==> src/rtl/mctach_pkg.sv <==
// Shared types and constants for the multichannel capture tachometer.
// Used by the controller, the datapath, the divider and the top level. No dependencies.
package mctach_pkg;

    localparam int unsigned CAP_W   = 16;   // timer capture width
    localparam int unsigned SPEED_W = 24;   // numerator and speed width
    localparam int unsigned TICKS_W = 8;    // idle counter and timeout width
    localparam int unsigned CH_W    = 4;    // channel field width
    localparam int unsigned CFG_IW  = 1;    // configuration index width
    localparam int unsigned MAX_REPORT = 16;

    localparam logic [CFG_IW-1:0] CFG_TIMEOUT = 1'b0;
    localparam logic [CFG_IW-1:0] CFG_NUMER   = 1'b1;

    localparam logic [TICKS_W-1:0] TIMEOUT_RESET = 8'd20;
    localparam logic [SPEED_W-1:0] NUMER_RESET   = 24'd120000;
    localparam logic [TICKS_W-1:0] TICKS_MAX     = 8'hFF;
    localparam logic [CAP_W:0]     PERIOD_WRAP   = 17'h0FFFF;

    typedef enum logic [4:0] {
        S_IDLE   = 5'b00001,
        S_DECODE = 5'b00010,
        S_DIV    = 5'b00100,
        S_STORE  = 5'b01000,
        S_TICK   = 5'b10000
    } t_state;

    // Commands from the controller to the datapath.
    typedef struct packed {
        logic load;        // latch the accepted transaction
        logic div_start;   // compute the period and start the divider
        logic cap_write;   // store the capture and emit its result
        logic tick_step;   // update one channel of the tick sweep and emit it
    } t_cmd;

    // Status from the datapath to the controller.
    typedef struct packed {
        logic is_tick;
        logic chan_ok;
        logic div_done;
        logic idx_last;
    } t_status;

endpackage

==> src/rtl/multichannel_capture_tachometer_unit.sv <==
// Top level of the multichannel capture tachometer: configuration registers and assertions.
// Depends on mctach_pkg, mctach_ctrl and mctach_dp.

// A transaction is accepted when i_start is high while o_busy is low. A capture
// transaction (i_req_type low) computes the period since the channel's previous
// capture and divides speed_numerator by it with a one-bit-per-cycle divider (a zero
// period gives the numerator itself); its single result follows the decode state, the
// 24 divider steps, completion and store. A capture to a channel at or above CHANNELS
// produces no result and frees the block straight from its decode state. A tick
// transaction sweeps the stored channels one per cycle, so it produces min(CHANNELS, 16)
// results on consecutive cycles, the final one marked by o_last. Each result is presented for
// exactly one cycle with o_valid high; the receiver must take it then, as there is
// no backpressure. The configuration registers may be written only while the block
// is idle. Channels at or above 16 can never receive a capture, so their speed is
// always zero and is neither stored nor reported.
module multichannel_capture_tachometer_unit #(
    parameter int unsigned CHANNELS = 16
) (
    input  logic                           i_clk,
    input  logic                           i_rst_n,
    input  logic                           i_start,
    output logic                           o_busy,
    input  logic                           i_req_type,
    input  logic [mctach_pkg::CH_W-1:0]    i_channel,
    input  logic [mctach_pkg::CAP_W-1:0]   i_capture_value,
    input  logic                           i_cfg_we,
    input  logic [mctach_pkg::CFG_IW-1:0]  i_cfg_idx,
    input  logic [mctach_pkg::SPEED_W-1:0] i_cfg_data,
    output logic                           o_valid,
    output logic [mctach_pkg::CH_W-1:0]    o_out_channel,
    output logic [mctach_pkg::SPEED_W-1:0] o_speed_rpm,
    output logic                           o_stopped_now,
    output logic                           o_last
);
    import mctach_pkg::*;

    logic [TICKS_W-1:0] r_timeout;
    logic [SPEED_W-1:0] r_numer;
    t_cmd               cmd;
    t_status            status;

    // Configuration registers. The timeout takes the low byte of the write data.
    always_ff @(posedge i_clk) begin
        if (!i_rst_n) begin
            r_timeout <= TIMEOUT_RESET;
            r_numer   <= NUMER_RESET;
        end else if (i_cfg_we) begin
            unique case (i_cfg_idx)
                CFG_TIMEOUT: r_timeout <= i_cfg_data[TICKS_W-1:0];
                CFG_NUMER:   r_numer   <= i_cfg_data;
                default:     r_numer   <= r_numer;
            endcase
        end
    end

    mctach_ctrl u_ctrl (
        .i_clk    (i_clk),
        .i_rst_n  (i_rst_n),
        .i_start  (i_start),
        .o_busy   (o_busy),
        .i_status (status),
        .o_cmd    (cmd)
    );

    mctach_dp #(
        .CHANNELS (CHANNELS)
    ) u_dp (
        .i_clk           (i_clk),
        .i_rst_n         (i_rst_n),
        .i_cmd           (cmd),
        .o_status        (status),
        .i_req_type      (i_req_type),
        .i_channel       (i_channel),
        .i_capture_value (i_capture_value),
        .i_timeout       (r_timeout),
        .i_numer         (r_numer),
        .o_valid         (o_valid),
        .o_out_channel   (o_out_channel),
        .o_speed_rpm     (o_speed_rpm),
        .o_stopped_now   (o_stopped_now),
        .o_last          (o_last)
    );

    // An accepted transaction always raises busy in the cycle after acceptance.
    a_accept_busy: assert property (@(posedge i_clk) disable iff (!i_rst_n)
        (i_start && !o_busy) |=> o_busy)
        else $error("accepted transaction did not raise busy");

    // A tick sweep emits its results on consecutive cycles up to the final one.
    a_sweep_contiguous: assert property (@(posedge i_clk) disable iff (!i_rst_n)
        (o_valid && !o_last) |=> o_valid)
        else $error("result sequence broken before its final result");

    // A channel stopped by timeout reports zero speed.
    a_stopped_zero: assert property (@(posedge i_clk) disable iff (!i_rst_n)
        (o_valid && o_stopped_now) |-> (o_speed_rpm == '0))
        else $error("stopped channel reported a nonzero speed");

    // A new transaction cannot be accepted while results of the previous one are pending.
    a_no_accept_mid_sweep: assert property (@(posedge i_clk) disable iff (!i_rst_n)
        (o_valid && !o_last) |-> o_busy)
        else $error("block idle in the middle of a result sequence");

endmodule

==> src/rtl/mctach_div.sv <==
// Restoring divider for the tachometer: 24-bit dividend by 16-bit divisor, one bit per cycle.
// Depends on mctach_pkg.
module mctach_div (
    input  logic                          i_clk,
    input  logic                          i_rst_n,
    input  logic                          i_start,
    input  logic [mctach_pkg::SPEED_W-1:0] i_dividend,
    input  logic [mctach_pkg::CAP_W-1:0]   i_divisor,
    output logic [mctach_pkg::SPEED_W-1:0] o_quot,
    output logic                          o_done
);
    import mctach_pkg::*;

    localparam int unsigned CNT_W = $clog2(SPEED_W + 1);

    logic [CAP_W-1:0]   r_rem,  n_rem;
    logic [SPEED_W-1:0] r_quot, n_quot;
    logic [CAP_W-1:0]   r_dvs,  n_dvs;
    logic [CNT_W-1:0]   r_cnt,  n_cnt;
    logic               r_busy, n_busy;
    logic               r_done, n_done;
    logic [CAP_W:0]     shifted;
    logic [CAP_W:0]     diff;

    always_comb begin
        shifted = {r_rem, r_quot[SPEED_W-1]};
        diff    = shifted - {1'b0, r_dvs};
        n_rem   = r_rem;
        n_quot  = r_quot;
        n_dvs   = r_dvs;
        n_cnt   = r_cnt;
        n_busy  = r_busy;
        n_done  = 1'b0;
        if (i_start) begin
            n_rem  = '0;
            n_quot = i_dividend;
            n_dvs  = i_divisor;
            n_cnt  = CNT_W'(SPEED_W);
            n_busy = 1'b1;
        end else if (r_busy) begin
            if (shifted >= {1'b0, r_dvs}) begin
                n_rem  = diff[CAP_W-1:0];
                n_quot = {r_quot[SPEED_W-2:0], 1'b1};
            end else begin
                n_rem  = shifted[CAP_W-1:0];
                n_quot = {r_quot[SPEED_W-2:0], 1'b0};
            end
            n_cnt = r_cnt - 1'b1;
            if (r_cnt == CNT_W'(1)) begin
                n_busy = 1'b0;
                n_done = 1'b1;
            end
        end
    end

    always_ff @(posedge i_clk) begin
        if (!i_rst_n) begin
            r_busy <= 1'b0;
            r_done <= 1'b0;
            r_cnt  <= '0;
        end else begin
            r_busy <= n_busy;
            r_done <= n_done;
            r_cnt  <= n_cnt;
        end
    end

    always_ff @(posedge i_clk) begin
        r_rem  <= n_rem;
        r_quot <= n_quot;
        r_dvs  <= n_dvs;
    end

    assign o_quot = r_quot;
    assign o_done = r_done;

endmodule

==> src/rtl/mctach_dp.sv <==
// Datapath of the tachometer: per-channel stores, period logic, divider and result registers.
// Depends on mctach_pkg and mctach_div.
module mctach_dp #(
    parameter int unsigned CHANNELS = 16
) (
    input  logic                           i_clk,
    input  logic                           i_rst_n,
    input  mctach_pkg::t_cmd               i_cmd,
    output mctach_pkg::t_status            o_status,
    input  logic                           i_req_type,
    input  logic [mctach_pkg::CH_W-1:0]    i_channel,
    input  logic [mctach_pkg::CAP_W-1:0]   i_capture_value,
    input  logic [mctach_pkg::TICKS_W-1:0] i_timeout,
    input  logic [mctach_pkg::SPEED_W-1:0] i_numer,
    output logic                           o_valid,
    output logic [mctach_pkg::CH_W-1:0]    o_out_channel,
    output logic [mctach_pkg::SPEED_W-1:0] o_speed_rpm,
    output logic                           o_stopped_now,
    output logic                           o_last
);
    import mctach_pkg::*;

    // Only channels that a capture can address or a tick can report are stored.
    localparam int unsigned ST = (CHANNELS < MAX_REPORT) ? CHANNELS : MAX_REPORT;
    localparam int unsigned IW = (ST > 1) ? $clog2(ST) : 1;
    localparam int unsigned CMP_W = CH_W + 3;

    logic [CAP_W-1:0]   r_prev  [ST];
    logic [SPEED_W-1:0] r_speed [ST];
    logic [TICKS_W-1:0] r_idle  [ST];

    logic               r_is_tick;
    logic [CH_W-1:0]    r_ch;
    logic [CAP_W-1:0]   r_cur;
    logic [IW-1:0]      r_idx;
    logic               r_zero;

    logic               r_valid;
    logic [CH_W-1:0]    r_o_ch;
    logic [SPEED_W-1:0] r_o_speed;
    logic               r_o_stopped;
    logic               r_o_last;

    logic [CAP_W-1:0]   prev_sel;
    logic [CAP_W:0]     wrap_sum;
    logic [CAP_W-1:0]   period;
    logic [SPEED_W-1:0] quot;
    logic               div_done;
    logic [SPEED_W-1:0] cap_speed;
    logic [TICKS_W-1:0] cnt_inc;
    logic               hit;
    logic [SPEED_W-1:0] tick_speed;

    mctach_div u_div (
        .i_clk      (i_clk),
        .i_rst_n    (i_rst_n),
        .i_start    (i_cmd.div_start),
        .i_dividend (i_numer),
        .i_divisor  (period),
        .o_quot     (quot),
        .o_done     (div_done)
    );

    always_comb begin
        prev_sel = r_prev[r_idx];
        wrap_sum = {1'b0, r_cur} + PERIOD_WRAP - {1'b0, prev_sel};
        if (r_cur > prev_sel) begin
            period = r_cur - prev_sel;
        end else begin
            period = wrap_sum[CAP_W-1:0];
        end
        cap_speed = r_zero ? i_numer : quot;

        // Idle counter update of the channel under the sweep index.
        cnt_inc    = (r_idle[r_idx] == TICKS_MAX) ? TICKS_MAX : r_idle[r_idx] + 1'b1;
        hit        = (cnt_inc >= i_timeout);
        tick_speed = hit ? '0 : r_speed[r_idx];
    end

    assign o_status.is_tick  = r_is_tick;
    assign o_status.chan_ok  = ({3'b000, r_ch} < CMP_W'(CHANNELS));
    assign o_status.div_done = div_done;
    assign o_status.idx_last = (r_idx == IW'(ST - 1));

    always_ff @(posedge i_clk) begin
        if (i_cmd.load) begin
            r_is_tick <= i_req_type;
            r_ch      <= i_channel;
            r_cur     <= i_capture_value;
        end
        if (i_cmd.div_start) begin
            r_zero <= (period == '0);
        end
        if (i_cmd.cap_write || i_cmd.tick_step) begin
            r_o_ch      <= i_cmd.tick_step ? CH_W'(r_idx) : r_ch;
            r_o_speed   <= i_cmd.tick_step ? tick_speed : cap_speed;
            r_o_stopped <= i_cmd.tick_step && hit;
            r_o_last    <= i_cmd.cap_write || (r_idx == IW'(ST - 1));
        end
    end

    always_ff @(posedge i_clk) begin
        if (!i_rst_n) begin
            r_valid <= 1'b0;
            r_idx   <= '0;
            for (int i = 0; i < ST; i++) begin
                r_prev[i]  <= '0;
                r_speed[i] <= '0;
                r_idle[i]  <= '0;
            end
        end else begin
            r_valid <= i_cmd.cap_write || i_cmd.tick_step;
            if (i_cmd.load) begin
                r_idx <= i_req_type ? '0 : i_channel[IW-1:0];
            end else if (i_cmd.tick_step) begin
                r_idx <= r_idx + 1'b1;
            end
            if (i_cmd.cap_write) begin
                r_prev[r_idx]  <= r_cur;
                r_speed[r_idx] <= cap_speed;
                r_idle[r_idx]  <= '0;
            end else if (i_cmd.tick_step) begin
                r_speed[r_idx] <= tick_speed;
                r_idle[r_idx]  <= hit ? '0 : cnt_inc;
            end
        end
    end

    assign o_valid       = r_valid;
    assign o_out_channel = r_o_ch;
    assign o_speed_rpm   = r_o_speed;
    assign o_stopped_now = r_o_stopped;
    assign o_last        = r_o_last;

endmodule

==> src/rtl/mctach_ctrl.sv <==
// Controller state machine of the tachometer: sequences decode, division, store and tick sweep.
// Depends on mctach_pkg.
module mctach_ctrl (
    input  logic                i_clk,
    input  logic                i_rst_n,
    input  logic                i_start,
    output logic                o_busy,
    input  mctach_pkg::t_status i_status,
    output mctach_pkg::t_cmd    o_cmd
);
    import mctach_pkg::*;

    t_state r_state, n_state;

    always_comb begin
        n_state = r_state;
        o_cmd   = '0;
        unique case (r_state)
            S_IDLE: begin
                if (i_start) begin
                    o_cmd.load = 1'b1;
                    n_state    = S_DECODE;
                end
            end
            S_DECODE: begin
                if (i_status.is_tick) begin
                    n_state = S_TICK;
                end else if (i_status.chan_ok) begin
                    o_cmd.div_start = 1'b1;
                    n_state         = S_DIV;
                end else begin
                    n_state = S_IDLE;
                end
            end
            S_DIV: begin
                if (i_status.div_done) begin
                    n_state = S_STORE;
                end
            end
            S_STORE: begin
                o_cmd.cap_write = 1'b1;
                n_state         = S_IDLE;
            end
            S_TICK: begin
                o_cmd.tick_step = 1'b1;
                if (i_status.idx_last) begin
                    n_state = S_IDLE;
                end
            end
            default: begin
                n_state = S_IDLE;
            end
        endcase
    end

    always_ff @(posedge i_clk) begin
        if (!i_rst_n) begin
            r_state <= S_IDLE;
        end else begin
            r_state <= n_state;
        end
    end

    assign o_busy = (r_state != S_IDLE);

endmodule

==> config.mk <==
export PLATFORM = sky130hd
export DESIGN_NAME = multichannel_capture_tachometer_unit
export DESIGN_NICKNAME = d
export VERILOG_FILES = /design/src/rtl/mctach_pkg.sv /design/src/rtl/multichannel_capture_tachometer_unit.sv /design/src/rtl/mctach_div.sv /design/src/rtl/mctach_dp.sv /design/src/rtl/mctach_ctrl.sv
export SDC_FILE = /design/constraint.sdc
export NUM_CORES = 1
export LEC_CHECK = 0
export BUFFER_PORTS_ARGS = -buffer_cell sky130_fd_sc_hd__buf_4
export CORE_MARGIN = 5
export CORE_UTILIZATION = 46
export CTS_BUF_LIST = sky130_fd_sc_hd__clkbuf_8
export CTS_CLUSTER_SIZE = 28
export DETAILED_ROUTE_END_ITERATION = 7
export RECOVER_POWER = 100
export SLEW_MARGIN = 20
export SYNTH_ARGS = -nofsm -noshare
export SYNTH_HDL_FRONTEND = slang
export SYNTH_HIERARCHICAL = 1
export SYNTH_SLANG_ARGS = --single-unit
==> constraint.sdc <==
create_clock -name i_clk -period 8.4 [get_ports i_clk]
set_input_delay 1.68 -clock i_clk [delete_from_list [all_inputs] [get_ports i_clk]]
set_output_delay 1.68 -clock i_clk [all_outputs]
set_load 0.005 [all_outputs]
==> impl_metrics.json, run 1 <==
{
  "drt_iter0_markers": 3026,
  "syn-cell-area_um2": 43180,
  "tns_ns": 0,
  "finalCritPeriodShare": 0.8930,
  "firstDrtPassIters": 6,
  "required_ns": 8.81,
  "worst_hold_slack_ns": 0.4690,
  "syn_nets": 3166,
  "grt_use_total": 0.2503,
  "ioPinCount": 82,
  "p_int_mw": 7.631,
  "ys.flop_type": "edfxtp_1",
  "cts.sinks": 929,
  "grt_pass1_vias": 27611,
  "worstPathCellList": "or3_1 -> nor3b_1 -> clkbuf_1 -> or2_2 -> buf_4 -> nand2_1 -> nor2_1 -> nand2_1 -> clkbuf_2 -> nand2_2 -> clkbuf_2",
  "slowest_delay_ns": 2.27,
  "dpl.hpwl_um": 67980,
  "die_w_um": 316.4,
  "powerDensity_nw_per_um2": 220.1,
  "clock_latency_ns": 0.84,
  "cp_max_fo": 37,
  "p_sw_frac": 0.2692,
  "crit_end": "u_dp/r_speed[5][12]",
  "gp_congestion": 0.8945,
  "setup_viol": 0,
  "post-route-min-period_ns": 7.502,
  "synthTopCellsByCount": "edfxtp_1, nor2_1, and3_1",
  "final_area_um2": 47440,
  "pwr-share-clk": 0.354,
  "postCtsHoldBufs": 0,
  "cts-root-buf": "clkbuf_8",
  "synth_most_common_cell": "edfxtp_1",
  "seq_area_frac_synth": 0.6301,
  "comb_power_share": 0.131,
  "clockBufferDepth": 3,
  "status": "finished, violations left",
  "crit_arrival_ns": 7.91,
  "hold_viol": 0,
  "io_buffer_count": 81,
  "crit_buf_inv": 4,
  "start_kind": "register",
  "rr_endpoint": "u_dp/r_speed[5][12]",
  "rows": 112,
  "grt_pass1_wl_um": 181800,
  "clock_skew_ns": 0.04023,
  "ys_ff_latch": 929,
  "crit_path_top_delay_cell": "clkbuf_1",
  "grt_max_degree": 73,
  "cellLeakagePower_nw": 17.44,
  "coreArea_um2": 93190,
  "seq_power_share": 0.515,
  "synth_warnings": 6,
  "fmax_mhz": 133.3,
  "path_depth": 11,
  "violations": "capacitance limit, slew limit",
  "die_y_um": 316.4,
  "final_core_util": 0.5090,
  "area_growth_pct": 9.873,
  "drive_gt1_frac": 0.2048,
  "antenna_left": 0,
  "route.vias.total": 26951,
  "synthCells": 3065,
  "slew_headroom": -1.125,
  "crit_path_end_kind": "register",
  "cts_resized": 0,
  "antenna_found_initial": 7,
  "cts_tree": "done",
  "peakVddDrop_uv": 157.8,
  "worstSetupStartpoint": "u_ctrl/r_state[0]",
  "avgRoutedWirePerCell_um": 28.06,
  "hp-class": "register to register",
  "final_max_slew_viol_count": 431,
  "drv_cap": 10,
  "rsz0062_at_grt": "false",
  "p_switching_mw": 2.811,
  "grt_overflow": 0,
  "routed_wl_um": 125600,
  "r2r-start": "u_ctrl/r_state[0]",
  "clkTransAtPathRegs_ns": 0.05,
  "worstSetupPathType": "register to register",
  "htree_levels": 4,
  "synth_top_area_share": 0.5981,
  "syn_area_per_cell_um2": 14.09,
  "dpl_cell_area_um2": 44880,
  "final_net_count": 3205,
  "ys_async_sr_fraction": 0,
  "ys_types": 81,
  "drc": 0,
  "numCtsBuffers": 158,
  "worst_pin_slew_ns": 3.187,
  "r2r_setup_slack_ns": 0.90,
  "synth_top_cell_by_area": "edfxtp_1",
  "worstRegToRegCells": 11,
  "dieArea_um2": 100100,
  "post_cts_buffers": 0,
  "start_util": 0.4633,
  "fill_cells": 7835,
  "synth_edf_count": 860,
  "via_per_inst": 6.023,
  "cp_top_family": "buffers and inverters",
  "ys_top_cells_by_area": "edfxtp_1, mux4_2, nor2_1"
}
## cells by family (layout without fill, tap and decap cells)
group / after synthesis / in the layout / share of synthesized area
adders and majority gates: 51 / 51 / 0.01530
xor gates and xnor gates: 26 / 26 / 0.005274
DFF: 929 / 929 / 0.6301
other: 1 / 4 / 0.00008686
muxes: 368 / 368 / 0.1565
buffers and inverters: 369 / 522 / 0.03634
AOI/OAI and AO/OA: 210 / 210 / 0.03573
and+or+nand+nor: 1111 / 1111 / 0.1206
## power by group through the flow
stage	Sequential (mW)	Combinational (mW)	Clock (mW)
floorplan	5.39	1.02	0
global placement	5.45	1.36	0
detailed placement	5.46	1.37	0
CTS	5.37	1.38	3.77
global route	5.39	1.47	3.99
finish	5.38	1.37	3.70
## worst min-delay path: stages, from the launching register on
cell and delay [ns]:
dfxtp_1 0.31, nand2_1 0.06, mux2i_1 0.05
## cell type report
type | instances | area, um2 | area share
Multi-Input combinational cell | 1767 | 14440 | 0.3043
Clock buffer | 163 | 2243 | 0.04729
Inverter | 99 | 371.6 | 0.007834
Tap cell | 1254 | 1569 | 0.03307
Antenna cell | 3 | 7.507 | 0.0001583
Sequential cell | 929 | 27220 | 0.5738
Clock inverter | 111 | 550.5 | 0.01161
Timing Repair Buffer | 149 | 1041 | 0.02194
## placed cells by master (no fill, tap or decap), drive strengths merged, types with 15 or more instances in the layout
| master | n |
|---|---|
| a211oi | 37 |
| a21o | 24 |
| a21oi | 41 |
| and2 | 26 |
| and3 | 247 |
| buf | 72 |
| clkbuf | 240 |
| clkinv | 41 |
| dfxtp | 69 |
| edfxtp | 860 |
| ha | 48 |
| inv | 159 |
| mux2 | 77 |
| mux2i | 53 |
| mux4 | 238 |
| nand2 | 145 |
| nand3 | 23 |
| nand4 | 22 |
| nor2 | 566 |
| nor3 | 15 |
| o21ai | 47 |
| xnor2 | 16 |
## through the flow
| stage | instances | total power [mW] | setup slack [ns] |
|---|---|---|---|
| finish | 4475 | 10.44 | 0.8985 |
| global route | 4474 | 10.85 | 0.8531 |
| CTS | 4470 | 10.52 | 2.142 |
| global placement | 4195 | 6.806 | 2.223 |
| floorplan | 3065 | 6.405 | 2.381 |
| detailed placement | 4196 | 6.835 | 2.173 |
## worst min path at each step
stage,cells past startpoint,slack (ns),to,startpoint
after floorplan,2,0.43,r_timeout[1],r_timeout[1]
after global placement,2,0.45,r_numer[23],r_numer[23]
after detailed placement,2,0.46,r_numer[23],r_numer[23]
after CTS,2,0.47,r_numer[23],r_numer[23]
after global routing,2,0.49,r_timeout[3],r_timeout[3]
final,2,0.47,r_numer[5],r_numer[5]
## flip-flops by register name, indices dropped and copies added, names as in the netlist, 4 cells and up, named ones only
name	cells
u_dp/r_speed	384
u_dp/r_prev	256
u_dp/r_idle	128
r_numer	24
u_dp/o_speed_rpm	24
u_dp/u_div/o_quot	24
u_dp/r_cur	16
u_dp/u_div/r_dvs	16
u_dp/u_div/r_rem	16
r_timeout	8
u_ctrl/r_state	5
u_dp/u_div/r_cnt	5
u_dp/o_out_channel	4
u_dp/r_ch	4
u_dp/r_idx	4
## routing by layer
metal	GRT usage	vias to the layer above	share of wire
li1	-	11532	-
met1	0.3290	13767	0.39
met2	0.4182	1401	0.49
met3	0.05196	249	0.091
met4	0.08839	2	0.035
met5	0	-	0.00012
Power figures use the tool's default switching activity.
==> run 2, diff against run 1 <==
--- a/config.mk
+++ b/config.mk
@@ -15,5 +15,4 @@
 export SLEW_MARGIN = 20
 export SYNTH_ARGS = -nofsm -noshare
 export SYNTH_HDL_FRONTEND = slang
-export SYNTH_HIERARCHICAL = 1
 export SYNTH_SLANG_ARGS = --single-unit
==> impl_metrics.json, run 2 <==
{
  "status": "finished, violations left",
  "violations": "capacitance limit, slew limit",
  "synth_top_cell_by_area": "edfxtp_1",
  "syn_area_per_cell_um2": 13.90,
  "clock_skew_ns": 0.05265,
  "rows": 110,
  "grt_pass1_wl_um": 178200,
  "hp-class": "register to register",
  "finalPower_mw": 10.91,
  "final_max_slew_viol_count": 921,
  "die_y_um": 312.3,
  "clkTransAtPathRegs_ns": 0.06,
  "io_buffer_count": 81,
  "cp_max_fo": 46,
  "comb_power_share": 0.155,
  "p_switching_mw": 3.021,
  "avgRoutedWirePerCell_um": 27.70,
  "largest_register_ffs": 384,
  "dpl.hpwl_um": 69910,
  "post-route-min-period_ns": 7.500,
  "worstSetupPathType": "input pin to register",
  "post_cts_buffers": 0,
  "grt_max_degree": 76,
  "antenna_found_initial": 4,
  "regMostFlops": "u_dp.r_speed",
  "routed_wl_um": 122500,
  "powerDensity_nw_per_um2": 234.3,
  "coreArea_um2": 90420,
  "start_kind": "input pin",
  "clockBufferDepth": 3,
  "cts_tree": "done",
  "cp_top_family": "buffers and inverters",
  "crit_buf_inv": 5,
  "synth_top_area_share": 0.6142,
  "area_growth_pct": 10.73,
  "syn-cell-area_um2": 42050,
  "seq_power_share": 0.501,
  "slowest_delay_ns": 1.96,
  "synthCells": 3025,
  "worst_hold_slack_ns": 0.4621,
  "ys_top_cells_by_area": "edfxtp_1, mux4_2, nor2_1",
  "gp_congestion": 0.8435,
  "ys_async_sr_fraction": 0,
  "drc": 0,
  "ys.flop_type": "edfxtp_1",
  "p_sw_frac": 0.2770,
  "postCtsHoldBufs": 0,
  "worstPathCellList": "clkbuf_1 -> clkinv_1 -> buf_4 -> nor2_1 -> nand2_1 -> nor3_1 -> clkbuf_1 -> nand2b_1 -> clkbuf_1",
  "crit_path_top_delay_cell": "clkbuf_1",
  "fmax_mhz": 133.3,
  "start_util": 0.4650,
  "route.vias.total": 26235,
  "synth_edf_count": 860,
  "numCtsBuffers": 159,
  "cellLeakagePower_nw": 16.52,
  "crit_arrival_ns": 7.93,
  "post-place-ws_ns": 2.063,
  "syn_nets": 3126,
  "final_cell_mix": "edfxtp_1, nor2_1, mux4_2",
  "synth_warnings": 0,
  "synthTopCellsByCount": "edfxtp_1, nor2_1, and2_1",
  "worst_pin_slew_ns": 3.265,
  "via_per_inst": 5.930,
  "layout_commonest_cell": "edfxtp_1",
  "crit_top_cell": "clkbuf_1",
  "top_regs": "u_dp.r_speed x384, u_dp.r_prev x256, u_dp.r_idle x128",
  "antenna_left": 0,
  "dieArea_um2": 97560,
  "multi_input_area_um2": 13750,
  "firstDrtPassIters": 5,
  "p_int_mw": 7.887,
  "grt_overflow": 0,
  "cts_resized": 0,
  "cts-root-buf": "clkbuf_8",
  "ioPinCount": 82,
  "seqCellArea_um2": 27220,
  "required_ns": 8.83,
  "grt_pass1_vias": 27056,
  "rsz0062_at_grt": "false",
  "synth_most_common_cell": "edfxtp_1",
  "finalCritPeriodShare": 0.8928,
  "grt_use_total": 0.2502,
  "tns_ns": 0,
  "drt_iter0_markers": 3175,
  "drive_gt1_frac": 0.1784,
  "htree_levels": 4,
  "pwr-share-clk": 0.344,
  "drv_cap": 47,
  "clock_latency_ns": 0.85,
  "cts.sinks": 929,
  "slew_headroom": -1.185,
  "worst_slack_ns": 0.9003,
  "ys_types": 66,
  "ys_ff_latch": 929,
  "crit_path_end_kind": "register",
  "peakVddDrop_uv": 109.3,
  "hold_viol": 0,
  "final_net_count": 3222,
  "seq_area_frac_synth": 0.6470,
  "fill_cells": 7603,
  "die_w_um": 312.3,
  "setup_viol": 0
}
-- run 2: cell count changes after synthesis, moves of 40 or more --
cell,change
mux2_2,-73
and3_1,-241
inv_1,-40
and2_1,+222
a21oi_1,+47
nand2_1,+81
-- run 2: per-layer routing --
| layer | routed length, um | track usage |
|---|---|---|
| met3 | 13780 | 0.07845 |
| met5 | 13 | 0 |
| met2 | 56460 | 0.3862 |
| met1 | 48290 | 0.3390 |
| met4 | 4007 | 0.08835 |
-- run 2: final timing paths --
| kind | startpoint | end | slack, ns | cells past startpoint |
|---|---|---|---|---|
| worst max-delay path | i_rst_n | u_dp.r_prev[1][12] | 0.90 | 9 |
| worst min register to register | r_timeout[7] | r_timeout[7] | 0.46 | 2 |
| worst max register to register | register | u_dp.r_speed[8][14] | 1.63 | 20 |
| worst min-delay path | r_timeout[7] | r_timeout[7] | 0.46 | 2 |
-- run 2: stage by stage --
step / area, um2 / util / instances
2_1_floorplan: 42050 / - / 3025
3_3_place_gp: 44000 / 0.4866 / 4136
3_5_place_dp: 44000 / 0.4866 / 4136
4_1_cts: 46880 / 0.5184 / 4421
5_1_grt: 46550 / 0.5148 / 4422
6_report: 46560 / 0.5149 / 4424
-- run 2: cells by family after synthesis --
family,synth area share
and+or+nand+nor,0.1340
DFF,0.6470
buffers and inverters,0.02758
muxes,0.1377
AOI/OAI and AO/OA,0.03053
adders and majority gates,0.01571
xor gates and xnor gates,0.007499
-- run 2: worst reg2reg max path: cells and delay by family, from the launching register on --
| kind | cells | cell delay (ns) |
|---|---|---|
| DFF | 1 | 0.52 |
| adders and majority gates | 1 | 0.27 |
| muxes | 1 | 0.44 |
| buffers and inverters | 3 | 1.73 |
| and+or+nand+nor | 7 | 1.27 |
| AOI/OAI and AO/OA | 8 | 2.22 |
-- run 2: layout make-up --
type,instances,share of cell area
inverters,62,0.005025
clock buffers,163,0.04818
repair buffers,159,0.02155
flip-flops and latches,929,0.5846
well taps,1176,0.03160
diodes,3,0.0001612
multi-input cells,1810,0.2954
clock inverters,122,0.01354
-- run 2: power groups by stage --
stage | clock (mW) | combinational [mW] | sequential, mW
after floorplan | 0 | 1.30 | 5.44
after global placement | 0 | 1.67 | 5.53
after detailed placement | 0 | 1.71 | 5.55
after CTS | 3.82 | 1.71 | 5.45
after global routing | 4.04 | 1.84 | 5.49
final | 3.75 | 1.70 | 5.46
